--- src/hw/rtl/dte_pkg.sv ---
// Shared types, constants and the token bit-count table for the DCT token expander.
`timescale 1ns / 1ps

package dte_pkg;

  localparam int unsigned TokRun1First = 23;
  localparam int unsigned LastPos      = 63;
  localparam int unsigned PosEnd       = 64;
  localparam int unsigned Cat8Min      = 69;
  localparam int unsigned Cat7Min      = 37;
  localparam int unsigned Cat6Min      = 21;

  localparam int unsigned TokenW = 5;
  localparam int unsigned BitsW  = 12;
  localparam int unsigned IndexW = 6;
  localparam int unsigned CountW = 4;
  localparam int unsigned NextW  = 7;
  localparam int unsigned MagW   = 10;
  localparam int unsigned ValueW = 11;

  typedef enum logic [TokenW-1:0] {
    TOK_EOB_0    = 5'd0,
    TOK_EOB_1    = 5'd1,
    TOK_EOB_2    = 5'd2,
    TOK_EOB_B2   = 5'd3,
    TOK_EOB_B3   = 5'd4,
    TOK_EOB_B4   = 5'd5,
    TOK_EOB_B12  = 5'd6,
    TOK_ZRUN_B3  = 5'd7,
    TOK_ZRUN_B6  = 5'd8,
    TOK_ONE_P    = 5'd9,
    TOK_ONE_N    = 5'd10,
    TOK_TWO_P    = 5'd11,
    TOK_TWO_N    = 5'd12,
    TOK_VAL3     = 5'd13,
    TOK_VAL4     = 5'd14,
    TOK_VAL5     = 5'd15,
    TOK_VAL6     = 5'd16,
    TOK_CAT3     = 5'd17,
    TOK_CAT4     = 5'd18,
    TOK_CAT5     = 5'd19,
    TOK_CAT6     = 5'd20,
    TOK_CAT7     = 5'd21,
    TOK_CAT8     = 5'd22,
    TOK_RUN1     = 5'd23,
    TOK_RUN2     = 5'd24,
    TOK_RUN3     = 5'd25,
    TOK_RUN4     = 5'd26,
    TOK_RUN5     = 5'd27,
    TOK_RUN6_B2  = 5'd28,
    TOK_RUN10_B3 = 5'd29,
    TOK_RUN1_V2  = 5'd30,
    TOK_RUN2_V2  = 5'd31
  } token_e;

  typedef enum logic [1:0] {
    TC_EOB,
    TC_ZRUN,
    TC_COEF
  } tok_class_e;

  // After decode: class, bit count, masked extra bits.
  typedef struct packed {
    token_e              token;
    tok_class_e          tclass;
    logic [CountW-1:0]   nbits;
    logic [BitsW-1:0]    bits;
    logic [IndexW-1:0]   index;
  } s1_t;

  // After value stage: run count, magnitude and target position sum.
  typedef struct packed {
    tok_class_e          tclass;
    logic [CountW-1:0]   nbits;
    logic [BitsW-1:0]    eob;
    logic [MagW-1:0]     mag;
    logic                neg;
    logic [NextW-1:0]    sum;
  } s2_t;

  // Finished result item.
  typedef struct packed {
    logic [CountW-1:0]   extra_bit_count;
    logic                coef_valid;
    logic [IndexW-1:0]   coef_position;
    logic [ValueW-1:0]   coef_value;
    logic [NextW-1:0]    next_index;
    logic                block_done;
    logic [BitsW-1:0]    eob_run;
    logic                overrun;
  } result_t;

  function automatic logic [CountW-1:0] bit_count(input token_e tok);
    logic [CountW-1:0] n;
    unique case (tok)
      TOK_EOB_B2:   n = 4'd2;
      TOK_EOB_B3:   n = 4'd3;
      TOK_EOB_B4:   n = 4'd4;
      TOK_EOB_B12:  n = 4'd12;
      TOK_ZRUN_B3:  n = 4'd3;
      TOK_ZRUN_B6:  n = 4'd6;
      TOK_VAL3, TOK_VAL4, TOK_VAL5, TOK_VAL6: n = 4'd1;
      TOK_CAT3:     n = 4'd2;
      TOK_CAT4:     n = 4'd3;
      TOK_CAT5:     n = 4'd4;
      TOK_CAT6:     n = 4'd5;
      TOK_CAT7:     n = 4'd6;
      TOK_CAT8:     n = 4'd10;
      TOK_RUN1, TOK_RUN2, TOK_RUN3, TOK_RUN4, TOK_RUN5: n = 4'd1;
      TOK_RUN6_B2:  n = 4'd3;
      TOK_RUN10_B3: n = 4'd4;
      TOK_RUN1_V2:  n = 4'd2;
      TOK_RUN2_V2:  n = 4'd3;
      default:      n = 4'd0;
    endcase
    return n;
  endfunction

endpackage

--- src/hw/rtl/dte_decode.sv ---
// First pipeline stage: classify the token, look up its bit count, mask extra bits.
`timescale 1ns / 1ps

module dte_decode (
  input  logic                              clk_i,
  input  logic                              rst_ni,
  input  logic                              in_valid_i,
  output logic                              in_ready_o,
  input  logic [dte_pkg::TokenW-1:0]        token_i,
  input  logic [dte_pkg::BitsW-1:0]         extra_bits_i,
  input  logic [dte_pkg::IndexW-1:0]        coef_index_i,
  output logic                              out_valid_o,
  input  logic                              out_ready_i,
  output dte_pkg::s1_t                      out_data_o
);

  localparam int unsigned TokenW = dte_pkg::TokenW;

  logic          valid_q;
  dte_pkg::s1_t  data_d, data_q;
  dte_pkg::token_e tok;
  logic [dte_pkg::CountW-1:0] nbits;
  logic [dte_pkg::BitsW-1:0] mask;

  assign tok   = dte_pkg::token_e'(token_i);
  assign nbits = dte_pkg::bit_count(tok);
  assign mask  = dte_pkg::BitsW'(~({(dte_pkg::BitsW+1){1'b1}} << nbits));

  always_comb begin
    data_d.token = tok;
    data_d.nbits = nbits;
    data_d.bits  = extra_bits_i & mask;
    data_d.index = coef_index_i;
    if (token_i <= TokenW'(dte_pkg::TOK_EOB_B12)) begin
      data_d.tclass = dte_pkg::TC_EOB;
    end else if (token_i <= TokenW'(dte_pkg::TOK_ZRUN_B6)) begin
      data_d.tclass = dte_pkg::TC_ZRUN;
    end else begin
      data_d.tclass = dte_pkg::TC_COEF;
    end
  end

  assign in_ready_o = !valid_q || out_ready_i;

  always_ff @(posedge clk_i or negedge rst_ni) begin
    if (!rst_ni) begin
      valid_q <= 1'b0;
    end else if (in_ready_o) begin
      valid_q <= in_valid_i;
    end
  end

  always_ff @(posedge clk_i) begin
    if (in_ready_o && in_valid_i) begin
      data_q <= data_d;
    end
  end

  assign out_valid_o = valid_q;
  assign out_data_o  = data_q;

endmodule

--- src/hw/rtl/dte_value.sv ---
// Second pipeline stage: end-of-block run, magnitude, sign and target position sum.
`timescale 1ns / 1ps

module dte_value (
  input  logic          clk_i,
  input  logic          rst_ni,
  input  logic          in_valid_i,
  output logic          in_ready_o,
  input  dte_pkg::s1_t  in_data_i,
  output logic          out_valid_o,
  input  logic          out_ready_i,
  output dte_pkg::s2_t  out_data_o
);

  logic          valid_q;
  dte_pkg::s2_t  data_d, data_q;
  logic [dte_pkg::BitsW-1:0] a;
  logic [4:0]    run;

  assign a = in_data_i.bits;

  always_comb begin
    data_d.tclass = in_data_i.tclass;
    data_d.nbits  = in_data_i.nbits;
    data_d.eob    = '0;
    data_d.mag    = '0;
    data_d.neg    = 1'b0;
    run           = '0;
    case (in_data_i.token)
      dte_pkg::TOK_EOB_0:    data_d.eob = 12'd0;
      dte_pkg::TOK_EOB_1:    data_d.eob = 12'd1;
      dte_pkg::TOK_EOB_2:    data_d.eob = 12'd2;
      dte_pkg::TOK_EOB_B2:   data_d.eob = a + 12'd3;
      dte_pkg::TOK_EOB_B3:   data_d.eob = a + 12'd7;
      dte_pkg::TOK_EOB_B4:   data_d.eob = a + 12'd15;
      dte_pkg::TOK_EOB_B12:  data_d.eob = a - 12'd1;   // zero bits wrap to all blocks
      dte_pkg::TOK_ONE_P:    data_d.mag = 10'd1;
      dte_pkg::TOK_ONE_N:    begin data_d.mag = 10'd1; data_d.neg = 1'b1; end
      dte_pkg::TOK_TWO_P:    data_d.mag = 10'd2;
      dte_pkg::TOK_TWO_N:    begin data_d.mag = 10'd2; data_d.neg = 1'b1; end
      dte_pkg::TOK_VAL3:     begin data_d.mag = 10'd3; data_d.neg = a[0]; end
      dte_pkg::TOK_VAL4:     begin data_d.mag = 10'd4; data_d.neg = a[0]; end
      dte_pkg::TOK_VAL5:     begin data_d.mag = 10'd5; data_d.neg = a[0]; end
      dte_pkg::TOK_VAL6:     begin data_d.mag = 10'd6; data_d.neg = a[0]; end
      dte_pkg::TOK_CAT3:     begin data_d.mag = 10'd7 + 10'(a[0]); data_d.neg = a[1]; end
      dte_pkg::TOK_CAT4:     begin data_d.mag = 10'd9 + 10'(a[1:0]); data_d.neg = a[2]; end
      dte_pkg::TOK_CAT5:     begin data_d.mag = 10'd13 + 10'(a[2:0]); data_d.neg = a[3]; end
      dte_pkg::TOK_CAT6: begin
        data_d.mag = 10'(dte_pkg::Cat6Min) + 10'(a[3:0]);
        data_d.neg = a[4];
      end
      dte_pkg::TOK_CAT7: begin
        data_d.mag = 10'(dte_pkg::Cat7Min) + 10'(a[4:0]);
        data_d.neg = a[5];
      end
      dte_pkg::TOK_CAT8: begin
        data_d.mag = 10'(dte_pkg::Cat8Min) + 10'(a[8:0]);
        data_d.neg = a[9];
      end
      dte_pkg::TOK_RUN1, dte_pkg::TOK_RUN2, dte_pkg::TOK_RUN3,
      dte_pkg::TOK_RUN4, dte_pkg::TOK_RUN5: begin
        run        = 5'(5'd1 + in_data_i.token - 5'(dte_pkg::TokRun1First));
        data_d.mag = 10'd1;
        data_d.neg = a[0];
      end
      dte_pkg::TOK_RUN6_B2: begin
        run = 5'd6 + 5'(a[1:0]); data_d.mag = 10'd1; data_d.neg = a[2];
      end
      dte_pkg::TOK_RUN10_B3: begin
        run = 5'd10 + 5'(a[2:0]); data_d.mag = 10'd1; data_d.neg = a[3];
      end
      dte_pkg::TOK_RUN1_V2: begin
        run = 5'd1; data_d.mag = 10'd2 + 10'(a[0]); data_d.neg = a[1];
      end
      dte_pkg::TOK_RUN2_V2: begin
        run = 5'd2 + 5'(a[0]); data_d.mag = 10'd2 + 10'(a[1]); data_d.neg = a[2];
      end
      default: ;
    endcase
    // Zero runs carry the index past the run; others carry the coefficient target.
    if (in_data_i.tclass == dte_pkg::TC_ZRUN) begin
      data_d.sum = 7'(in_data_i.index) + 7'(a[5:0]) + 7'd1;
    end else begin
      data_d.sum = 7'(in_data_i.index) + 7'(run);
    end
  end

  assign in_ready_o = !valid_q || out_ready_i;

  always_ff @(posedge clk_i or negedge rst_ni) begin
    if (!rst_ni) begin
      valid_q <= 1'b0;
    end else if (in_ready_o) begin
      valid_q <= in_valid_i;
    end
  end

  always_ff @(posedge clk_i) begin
    if (in_ready_o && in_valid_i) begin
      data_q <= data_d;
    end
  end

  assign out_valid_o = valid_q;
  assign out_data_o  = data_q;

endmodule

--- src/hw/rtl/dte_finish.sv ---
// Third pipeline stage and output register: overrun check, sign, index saturation.
`timescale 1ns / 1ps

module dte_finish (
  input  logic              clk_i,
  input  logic              rst_ni,
  input  logic              in_valid_i,
  output logic              in_ready_o,
  input  dte_pkg::s2_t      in_data_i,
  output logic              out_valid_o,
  input  logic              out_ready_i,
  output dte_pkg::result_t  out_data_o
);

  logic              valid_q;
  dte_pkg::result_t  data_d, data_q;
  logic [dte_pkg::NextW-1:0]  next;
  logic [dte_pkg::ValueW-1:0] mag_ext;

  assign mag_ext = dte_pkg::ValueW'(in_data_i.mag);

  always_comb begin
    data_d.extra_bit_count = in_data_i.nbits;
    data_d.coef_valid      = 1'b0;
    data_d.coef_position   = '0;
    data_d.coef_value      = '0;
    data_d.eob_run         = '0;
    data_d.overrun         = 1'b0;
    next                   = 7'(dte_pkg::PosEnd);
    case (in_data_i.tclass)
      dte_pkg::TC_EOB: begin
        data_d.eob_run = in_data_i.eob;
      end
      dte_pkg::TC_ZRUN: begin
        if (in_data_i.sum <= 7'(dte_pkg::PosEnd)) begin
          next = in_data_i.sum;
        end
      end
      default: begin
        if (in_data_i.sum > 7'(dte_pkg::LastPos)) begin
          data_d.overrun = 1'b1;
        end else begin
          data_d.coef_valid    = 1'b1;
          data_d.coef_position = in_data_i.sum[5:0];
          // Negate by the two's-complement identity: invert and add one.
          data_d.coef_value    = in_data_i.neg ? (~mag_ext + 11'd1) : mag_ext;
          next                 = in_data_i.sum + 7'd1;
        end
      end
    endcase
    data_d.next_index = next;
    data_d.block_done = (next == 7'(dte_pkg::PosEnd));
  end

  assign in_ready_o = !valid_q || out_ready_i;

  always_ff @(posedge clk_i or negedge rst_ni) begin
    if (!rst_ni) begin
      valid_q <= 1'b0;
    end else if (in_ready_o) begin
      valid_q <= in_valid_i;
    end
  end

  always_ff @(posedge clk_i) begin
    if (in_ready_o && in_valid_i) begin
      data_q <= data_d;
    end
  end

  assign out_valid_o = valid_q;
  assign out_data_o  = data_q;

endmodule

--- src/hw/rtl/dct_token_expand_unit.sv ---
// Top level of the DCT token expander: three-stage pipeline with stream ports.
`timescale 1ns / 1ps

// The slave stream takes one Huffman-decoded coefficient token per beat together
// with its extra bits and the block's current zigzag index. The master stream
// returns one result beat per token: the extra bit count, the coefficient write
// (valid, position, signed value), the next index saturated at 64, the
// end-of-block run and an overrun flag. tlast on the master side marks the beat
// that ends a block.
//
// An accepted input beat reaches its result beat on the master side through the
// decode, value and finish stages, each closed by a register. A new beat is
// taken every cycle while slave tready is high; throughput is one token per
// clock, set by the three stage registers with their own valid bits.
//
// Reset clears all stage valid bits, so the master side shows no beat until the
// first token has gone through. When the receiver holds tready low the finish
// register keeps its beat, upstream stages keep filling behind it, and the
// slave tready drops only once all three stages hold a beat.
module dct_token_expand_unit (
  input  logic        clk_i,
  input  logic        rst_ni,
  input  logic        s_axis_tvalid,
  output logic        s_axis_tready,
  // [4:0] token, [16:5] extra_bits, [22:17] coef_index, [23] zero
  input  logic [23:0] s_axis_tdata,
  output logic        m_axis_tvalid,
  input  logic        m_axis_tready,
  // [3:0] extra_bit_count, [4] coef_valid, [10:5] coef_position,
  // [21:11] coef_value, [28:22] next_index, [40:29] eob_run, [41] overrun,
  // [47:42] zero
  output logic [47:0] m_axis_tdata,
  // block_done
  output logic        m_axis_tlast
);

  logic              s1_valid, s1_ready;
  logic              s2_valid, s2_ready;
  dte_pkg::s1_t      s1_data;
  dte_pkg::s2_t      s2_data;
  dte_pkg::result_t  res;

  dte_decode u_decode (
    .clk_i        (clk_i),
    .rst_ni       (rst_ni),
    .in_valid_i   (s_axis_tvalid),
    .in_ready_o   (s_axis_tready),
    .token_i      (s_axis_tdata[4:0]),
    .extra_bits_i (s_axis_tdata[16:5]),
    .coef_index_i (s_axis_tdata[22:17]),
    .out_valid_o  (s1_valid),
    .out_ready_i  (s1_ready),
    .out_data_o   (s1_data)
  );

  dte_value u_value (
    .clk_i       (clk_i),
    .rst_ni      (rst_ni),
    .in_valid_i  (s1_valid),
    .in_ready_o  (s1_ready),
    .in_data_i   (s1_data),
    .out_valid_o (s2_valid),
    .out_ready_i (s2_ready),
    .out_data_o  (s2_data)
  );

  dte_finish u_finish (
    .clk_i       (clk_i),
    .rst_ni      (rst_ni),
    .in_valid_i  (s2_valid),
    .in_ready_o  (s2_ready),
    .in_data_i   (s2_data),
    .out_valid_o (m_axis_tvalid),
    .out_ready_i (m_axis_tready),
    .out_data_o  (res)
  );

  // Pack the result fields from the lowest bit up.
  assign m_axis_tdata = {6'd0, res.overrun, res.eob_run, res.next_index,
                         res.coef_value, res.coef_position, res.coef_valid,
                         res.extra_bit_count};
  assign m_axis_tlast = res.block_done;

  // A dropped slave tready means every stage is full behind a stalled receiver.
  a_full_only_on_stall: assert property (@(posedge clk_i) disable iff (!rst_ni)
    !s_axis_tready |-> (m_axis_tvalid && !m_axis_tready))
    else $error("input stalled while output side can drain");

  // An overrun never writes a coefficient and always ends the block.
  a_overrun_ends_block: assert property (@(posedge clk_i) disable iff (!rst_ni)
    (m_axis_tvalid && res.overrun) |-> (!res.coef_valid && res.block_done))
    else $error("overrun beat writes a coefficient or leaves block open");

  // A written coefficient moves the index just past its position.
  a_coef_advances_index: assert property (@(posedge clk_i) disable iff (!rst_ni)
    (m_axis_tvalid && res.coef_valid) |->
      (res.next_index == 7'(res.coef_position) + 7'd1))
    else $error("next index does not follow written coefficient");

  // An end-of-block run is only reported on a beat that closes the block.
  a_eob_run_closes: assert property (@(posedge clk_i) disable iff (!rst_ni)
    (m_axis_tvalid && res.eob_run != '0) |-> (res.block_done && !res.coef_valid))
    else $error("end-of-block run on a beat that keeps the block open");

endmodule
--- config.mk ---
export PLATFORM = sky130hd
export DESIGN_NAME = dct_token_expand_unit
export DESIGN_NICKNAME = d
export VERILOG_FILES = /design/src/hw/rtl/dte_pkg.sv /design/src/hw/rtl/dte_decode.sv /design/src/hw/rtl/dte_value.sv /design/src/hw/rtl/dte_finish.sv /design/src/hw/rtl/dct_token_expand_unit.sv
export SDC_FILE = /design/constraint.sdc
export NUM_CORES = 1
export LEC_CHECK = 0
export BUFFER_PORTS_ARGS = -buffer_cell sky130_fd_sc_hd__clkbuf_2
export CAP_MARGIN = 20
export CORE_ASPECT_RATIO = 0.5
export CORE_MARGIN = 5
export CORE_UTILIZATION = 55
export DETAILED_ROUTE_END_ITERATION = 12
export PLACE_DENSITY = 0.86
export SLEW_MARGIN = 20
export SYNTH_ARGS = -nofsm -noshare
export SYNTH_HDL_FRONTEND = slang
export SYNTH_SLANG_ARGS = --single-unit
--- constraint.sdc ---
create_clock -name clk_i -period 5.9 [get_ports clk_i]
set_clock_uncertainty 0.2 [all_clocks]
set_input_delay 1.18 -clock clk_i [delete_from_list [all_inputs] [get_ports clk_i]]
set_output_delay 1.18 -clock clk_i [all_outputs]
set_load 0.05 [all_outputs]
==> flow_summary.yaml, run 1 <==
setup_path:
  cp-start-kind: "register"
  required_ps: 5790
  reg2reg_to: "u_value.out_data_o[28]"
  crit_chain: "nand2b_1, nor3_2, ha_1, and2_1, o2111a_1, o41ai_1, a21o_1, a21oi_1"
  path_buf_inv: 0
  cp_slowest_stage_delay_ps: 940
  cp_max_fo: 31
  r2r.worst_path.cells: 8
  critPathTopFamily: "simple AND/OR/NAND/NOR gates"
  rr_startpoint: "u_decode.out_data_o[26]"
  path_class: "reg -> reg"
  r2r_slack_ps: 2180
  cp_slowest_cell: "edfxtp_1"
  arrival_ps: 3620
  setup.worst_path.end_class: "register"
layout:
  regArea_mm2: 0.00332
  synthToLayoutAreaGrowth_pct: 11.3
  fillers: 887
  fin_area_mm2: 0.00714
  diodes: 0
  drive_gt1_share_pct: 15.1
  fin_nets: 713
  multi_input_area_mm2: 0.00289
clock_network:
  postCtsHoldBufs: 0
  insertion_delay_ps: 350
  postCtsSetupBuffers: 0
  cts-root-buf: "clkbuf_16"
  clockBufferDepth: 2
  path_clk_slew_ps: 70
  cts_htree_levels: 3
  numCtsBuffers: 9
  cts.sinks: 111
  cts_resized: 0
  cts_tree: "done"
global_route:
  grt_pass1_vias: 4185
  grt_use_total_pct: 18.9
  grt_pass1_wl_um: 21200
  grt_overflow: 0
  grt_max_degree: 44
  antenna_found_initial: 0
placement:
  postPlaceCellArea_mm2: 0.00685
  io_buffer_count: 71
  place_congestion: 0.971
  hpwlAfterDp_um: 9440
power:
  p_leak_nw: 2.86
  powerDensity_mw_per_mm2: 290
  power_switching_share_pct: 32.2
  pwr-share-clk_pct: 28.2
  p_seq_share_pct: 49.9
  p_sw_w: 0.000668
  ir_drop_v: 0.000155
  p_comb_share_pct: 21.9
  power.internal_w: 0.00141
floorplanning:
  core_mm2: 0.0112
  pin_count: 79
  rows: 27
  die_h_um: 86.4
  dieArea_mm2: 0.0141
  start_util_pct: 57.2
  chipWidth_um: 163
sta:
  fmax_mhz: 269
  fin_hold_ws_ps: 221
  setup-violations-final: 0
  rsz0062_at_grt: "false"
  hold_viol: 0
  finalCritPeriodShare_pct: 63.1
  setup_tns_ps: 0
  relSlewSlack_pct: 31.3
  maxSlewViolCount: 0
  worst_pin_slew_ps: 1030
  min_period_ps: 3720
worst_hold_path:
  hold_path_depth: 0
  min_to: "u_finish.out_data_o[39]"
  worstHoldPathType: "reg -> reg"
  worstHoldStart: "u_value.out_data_o[30]"
detailed_routing:
  avgRoutedWirePerCell_um: 15.9
  drt_iter0_drc: 321
  dr.pass1.iters: 5
  wirelength_um: 12900
  drcViolationCount: 0
  via_per_inst: 5.68
  ant_nets: 0
  vias: 4619
logic_synthesis:
  synth-seq-area-share_pct: 51.7
  synth_flop_cell: "edfxtp_1"
  synth.cell_area_mm2: 0.00642
  yosys.cell_types.count: 69
  syn_inst: 590
  synth_common_cells: "edfxtp_1 (108), nor2_1 (44), a21oi_1 (41), o21ai_0 (37), nand2_1 (36)"
  synth.most_common_cell: "edfxtp_1"
  synth_largest_area_cell: "edfxtp_1"
  synth_seq_cells: 111
  synth_edf_count: 108
  async_reset_ff_share_pct: 2.70
  yosys-top-cells-area: "edfxtp_1 (51%), ha_1 (6.6%), a21oi_1 (3.2%), o21ai_0 (2.9%), nand2b_1 (2.6%)"
  yosysTopAreaCellShare_pct: 50.5
  synth_warnings: 0
  postSynthAreaPerCell_um2: 10.9
status:
  status: "finished, final reports clean"
flow_run:
  drv_cap: 0
stage by stage:
stage	power [W]	utilization [%]	cells	worst slack (ps)
4_1_cts	0.00209	63.7	813	2250
3_5_place_dp	0.00150	61.1	797	2280
5_1_grt	0.00217	63.7	813	1930
3_3_place_gp	0.00149	61.1	797	2370
6_report	0.00207	63.7	813	2180
2_1_floorplan	0.00140	-	595	2780
cells in the final DEF (no fill, tap or decap), types with 9 or more instances in the layout:
cell type,n
and3_1,10
nand2_1,36
a21oi_1,41
nor2_1,44
nand2b_1,27
ha_1,34
and2_1,20
a21o_1,10
nor2b_1,18
xor2_1,15
clkbuf_16,9
xnor2_1,11
mux2i_1,9
nor3_1,10
nand3_1,10
clkbuf_2,71
edfxtp_1,108
o21a_1,9
o21ai_0,37
inv_1,18
final cells by class:
type                    instances  area share [%]
clock inverters                 6           0.858
flip-flops and latches        111            46.5
clock buffers                  10            3.21
well taps                     159            2.79
repair buffers                 73            5.18
multi-input cells             433            40.4
inverters                      21            1.10
worst max-delay path by stage:
stage / slack (ps) / start / cells after the start / to
after detailed placement: 2280 / u_decode.out_data_o[26] / 8 / u_value.out_data_o[28]
after floorplan: 2780 / m_axis_tready / 2 / s_axis_tready
after global routing: 1930 / u_decode.out_data_o[26] / 8 / u_value.out_data_o[28]
after global placement: 2370 / u_decode.out_data_o[26] / 8 / u_value.out_data_o[28]
after CTS: 2250 / u_decode.out_data_o[26] / 8 / u_value.out_data_o[28]
final: 2180 / u_decode.out_data_o[26] / 8 / u_value.out_data_o[28]
worst register-to-register path: cells and delay by family, from the launching register on:
family	cells	cell delay, ps
and+or+nand+nor	3	1130
DFF	1	940
AOI/OAI and AO/OA	4	770
adders and majority gates	1	410
power by group through the flow:
| stage | Clock [W] | Sequential, W | Combinational, W |
|---|---|---|---|
| floorplan | 0 | 0.00114 | 0.000254 |
| global placement | 0 | 0.00105 | 0.000440 |
| detailed placement | 0 | 0.00105 | 0.000453 |
| CTS | 0.000598 | 0.00103 | 0.000455 |
| global route | 0.000632 | 0.00104 | 0.000496 |
| finish | 0.000585 | 0.00103 | 0.000454 |
layer usage:
metal  up-vias  track usage (%)  routed length [µm]  part of all wire (%)
li1       2273                -                   -                     -
met4         0             4.34                 166                   1.3
met2       202             28.2                5490                    42
met1      2124             27.7                6020                    47
met5         -                0                   0                     0
met3        20             5.08                1250                   9.6
kinds of logic after synthesis:
kind of cell / after synthesis / share of synthesized area [%]
AND/OR/NAND/NOR: 213 / 18.1
AO/OA/AOI/OAI: 143 / 14.3
flip-flops: 111 / 51.7
buffers and inverters: 51 / 3.68
adder cells (fa/ha/maj): 36 / 7.25
XOR/XNOR: 26 / 3.55
multiplexers: 9 / 1.40
other: 1 / 0.0584
sequential cells by signal, summed over array words and instances (netlist names):
signal                count
u_value.out_valid_o       1
u_decode.out_data_o      29
u_finish.out_data_o      43
u_decode.out_valid_o      1
u_value.out_data_o       36
u_finish.out_valid_o      1
Note: power is estimated with default switching activity, not from simulation.
==> run 2: changes to the inputs <==
ABC_AREA = 1   (was default)
clock period = 3.6 ns   (was 5.9 ns; I/O delays follow)
==> run 2 against run 1 <==
Compared with the run above: wire length increased by 0.64%; hold slack gained 4.0 ps; utilization is 0.46 points higher; first-iteration DRC count rose by 1.2%; cell area is 0.19% lower; total power rose by 98%; largest cell class unchanged; cell count rose by 15%; global-route usage rose by 0.66 points.
==> flow_summary.yaml, run 2 <==
status:
  status: "finished, final reports clean"
setup_path:
  crit_chain: "inv_1, nor2_1, nand2_1, o221ai_1, fa_1, nand2_1, nand2_1, a21o_1, nand2_1, nand2_1, nand3_1, nand2_1"
  cp_slowest_stage_delay_ps: 560
  path_buf_inv: 1
  cp_slowest_cell: "edfxtp_1"
  path_class: "reg -> reg"
  critPathTopFamily: "simple AND/OR/NAND/NOR gates"
  reg2reg_to: "u_value.out_data_o[6]"
  required_ps: 3500
  r2r.worst_path.cells: 12
  cp_max_fo: 12
  crit_path_frequent_cell: "nand2_1"
  rr_startpoint: "u_decode.out_data_o[28]"
  cp-start-kind: "register"
  r2r_slack_ps: 670
  arrival_ps: 2830
  setup.worst_path.end_class: "register"
logic_synthesis:
  synth-seq-area-share_pct: 52.6
  yosys-top-cells-area: "edfxtp_1 (51%), nand2_1 (8.6%), ha_1 (6.7%), nor2_1 (6.4%), inv_1 (6.0%)"
  postSynthAreaPerCell_um2: 8.95
  synth_largest_area_cell: "edfxtp_1"
  synth_common_cells: "nand2_1 (144), edfxtp_1 (108), nor2_1 (107), inv_1 (101), nand3_1 (54)"
  synth.most_common_cell: "nand2_1"
  yosys.cell_types.count: 36
  yosysTopAreaCellShare_pct: 51.4
  synth_edf_count: 108
  synth.cell_area_mm2: 0.00631
  synth_warnings: 0
  async_reset_ff_share_pct: 2.70
  synth_seq_cells: 111
  synth_flop_cell: "edfxtp_1"
  syn_inst: 705
sta:
  setup_tns_ps: 0
  min_period_ps: 2930
  setup_ws_ps: 671
  maxSlewViolCount: 0
  setup-violations-final: 0
  hold_viol: 0
  fmax_mhz: 341
  relSlewSlack_pct: 63.3
  fin_hold_ws_ps: 225
  rsz0062_at_grt: "false"
  finalCritPeriodShare_pct: 81.4
  worst_pin_slew_ps: 551
floorplanning:
  start_util_pct: 56.8
  die_h_um: 85.7
  dieArea_mm2: 0.0138
  core_mm2: 0.0111
  chipWidth_um: 161
  pin_count: 79
  rows: 27
detailed_routing:
  drt_iter0_drc: 325
  dr.pass1.iters: 5
  vias: 4862
  avgRoutedWirePerCell_um: 13.9
  via_per_inst: 5.21
  ant_nets: 0
  wirelength_um: 13000
  drcViolationCount: 0
power:
  p_sw_w: 0.00153
  p_comb_share_pct: 30.1
  powerDensity_mw_per_mm2: 576
  p_seq_share_pct: 45.6
  ir_drop_v: 0.000330
  pwr-share-clk_pct: 24.3
  power.internal_w: 0.00258
  p_leak_nw: 3.32
  power_switching_share_pct: 37.2
clock_network:
  cts_tree: "done"
  cts-root-buf: "clkbuf_16"
  postCtsSetupBuffers: 0
  cts_resized: 0
  insertion_delay_ps: 350
  cts_htree_levels: 3
  cts.sinks: 111
  path_clk_slew_ps: 70
  numCtsBuffers: 9
  clockBufferDepth: 2
  postCtsHoldBufs: 1
layout:
  fin_nets: 847
  final_cell_mix: "nand2_1 (144), edfxtp_1 (108), nor2_1 (107)"
  diodes: 0
  layout_commonest_cell: "nand2_1"
  fin_area_mm2: 0.00713
  largest_register_ffs: 43
  synthToLayoutAreaGrowth_pct: 13.0
  drive_gt1_share_pct: 14.2
placement:
  place_congestion: 0.942
  hpwlAfterDp_um: 10200
  postPlaceCellArea_mm2: 0.00682
  io_buffer_count: 71
  pre_cts_ws_ps: 749
global_route:
  grt_pass1_wl_um: 21800
  grt_use_total_pct: 19.5
  grt_max_degree: 44
  grt_overflow: 0
  antenna_found_initial: 0
  grt_pass1_vias: 4497
flow_run:
  drv_cap: 0
worst_hold_path:
  worstHoldStart: "u_decode.out_data_o[18]"
  hold_path_depth: 0
  min_to: "u_value.out_data_o[30]"
  worstHoldPathType: "reg -> reg"
[run 2: cell types whose count changed in the layout (fill, tap and decap cells not counted), sizes merged, moves of 10 or more]
| cell | previous run | this run |
|---|---|---|
| a21oi | 41 | 31 |
| and2 | 23 | 1 |
| nor2 | 44 | 112 |
| nor2b | 18 | 0 |
| inv | 23 | 110 |
| nand3 | 10 | 54 |
| and3 | 10 | 0 |
| nand2 | 36 | 149 |
| nand2b | 27 | 0 |
[run 2: cell families (layout without fill, tap and decap cells)]
group	after synthesis	in the layout	share of synthesized area (%)
flops	111	111	52.6
xor+xnor	13	13	1.92
simple gates	335	335	22.3
compound gates	89	89	8.07
fa+ha+maj	36	36	7.38
other cells	1	6	0.0594
buf+inv	120	198	7.69
[run 2: worst max path at each step]
stage,start,cells past startpoint,slack [ps],end
3_5_place_dp,u_decode.out_data_o[28],12,750,u_value.out_data_o[6]
5_1_grt,u_decode.out_data_o[28],12,400,u_value.out_data_o[6]
2_1_floorplan,m_axis_tready,2,90,u_finish.out_data_o[0]
3_3_place_gp,u_decode.out_data_o[28],12,730,u_value.out_data_o[6]
6_report,u_decode.out_data_o[28],12,670,u_value.out_data_o[6]
4_1_cts,u_decode.out_data_o[28],12,690,u_value.out_data_o[6]
[run 2: power groups by stage]
| stage | logic (W) | registers [W] | clock network, W |
|---|---|---|---|
| after detailed placement | 0.00124 | 0.00190 | 0 |
| after CTS | 0.00124 | 0.00187 | 0.00102 |
| after floorplan | 0.000552 | 0.00229 | 0 |
| final | 0.00124 | 0.00187 | 0.000996 |
| after global routing | 0.00135 | 0.00190 | 0.00108 |
| after global placement | 0.00122 | 0.00189 | 0 |
[run 2: through the flow]
stage / util (%) / total power [W] / std cells
global placement: 61.3 / 0.00311 / 916
detailed placement: 61.3 / 0.00314 / 916
global route: 64.1 / 0.00433 / 933
floorplan: - / 0.00284 / 710
finish: 64.1 / 0.00410 / 933
CTS: 64.1 / 0.00413 / 933
[run 2: area by class of cell]
class                      instances  area [µm²]
fill                             882        3990
timing repair buffer              75         388
multi-input combinational        479        2540
clock inverter                     7        77.6
inverter                         107         402
tap                              145         181
sequential                       111        3320
clock buffer                       9         225
[run 2: per-layer routing]
metal	up-vias	share of wire (%)	GRT usage [%]	wire length (µm)
met4	0	1.2	4.41	158
li1	2502	-	-	-
met3	21	8.3	5.09	1080
met2	203	41	29.9	5360
met5	-	0	0	0
met1	2136	49	28.2	6400
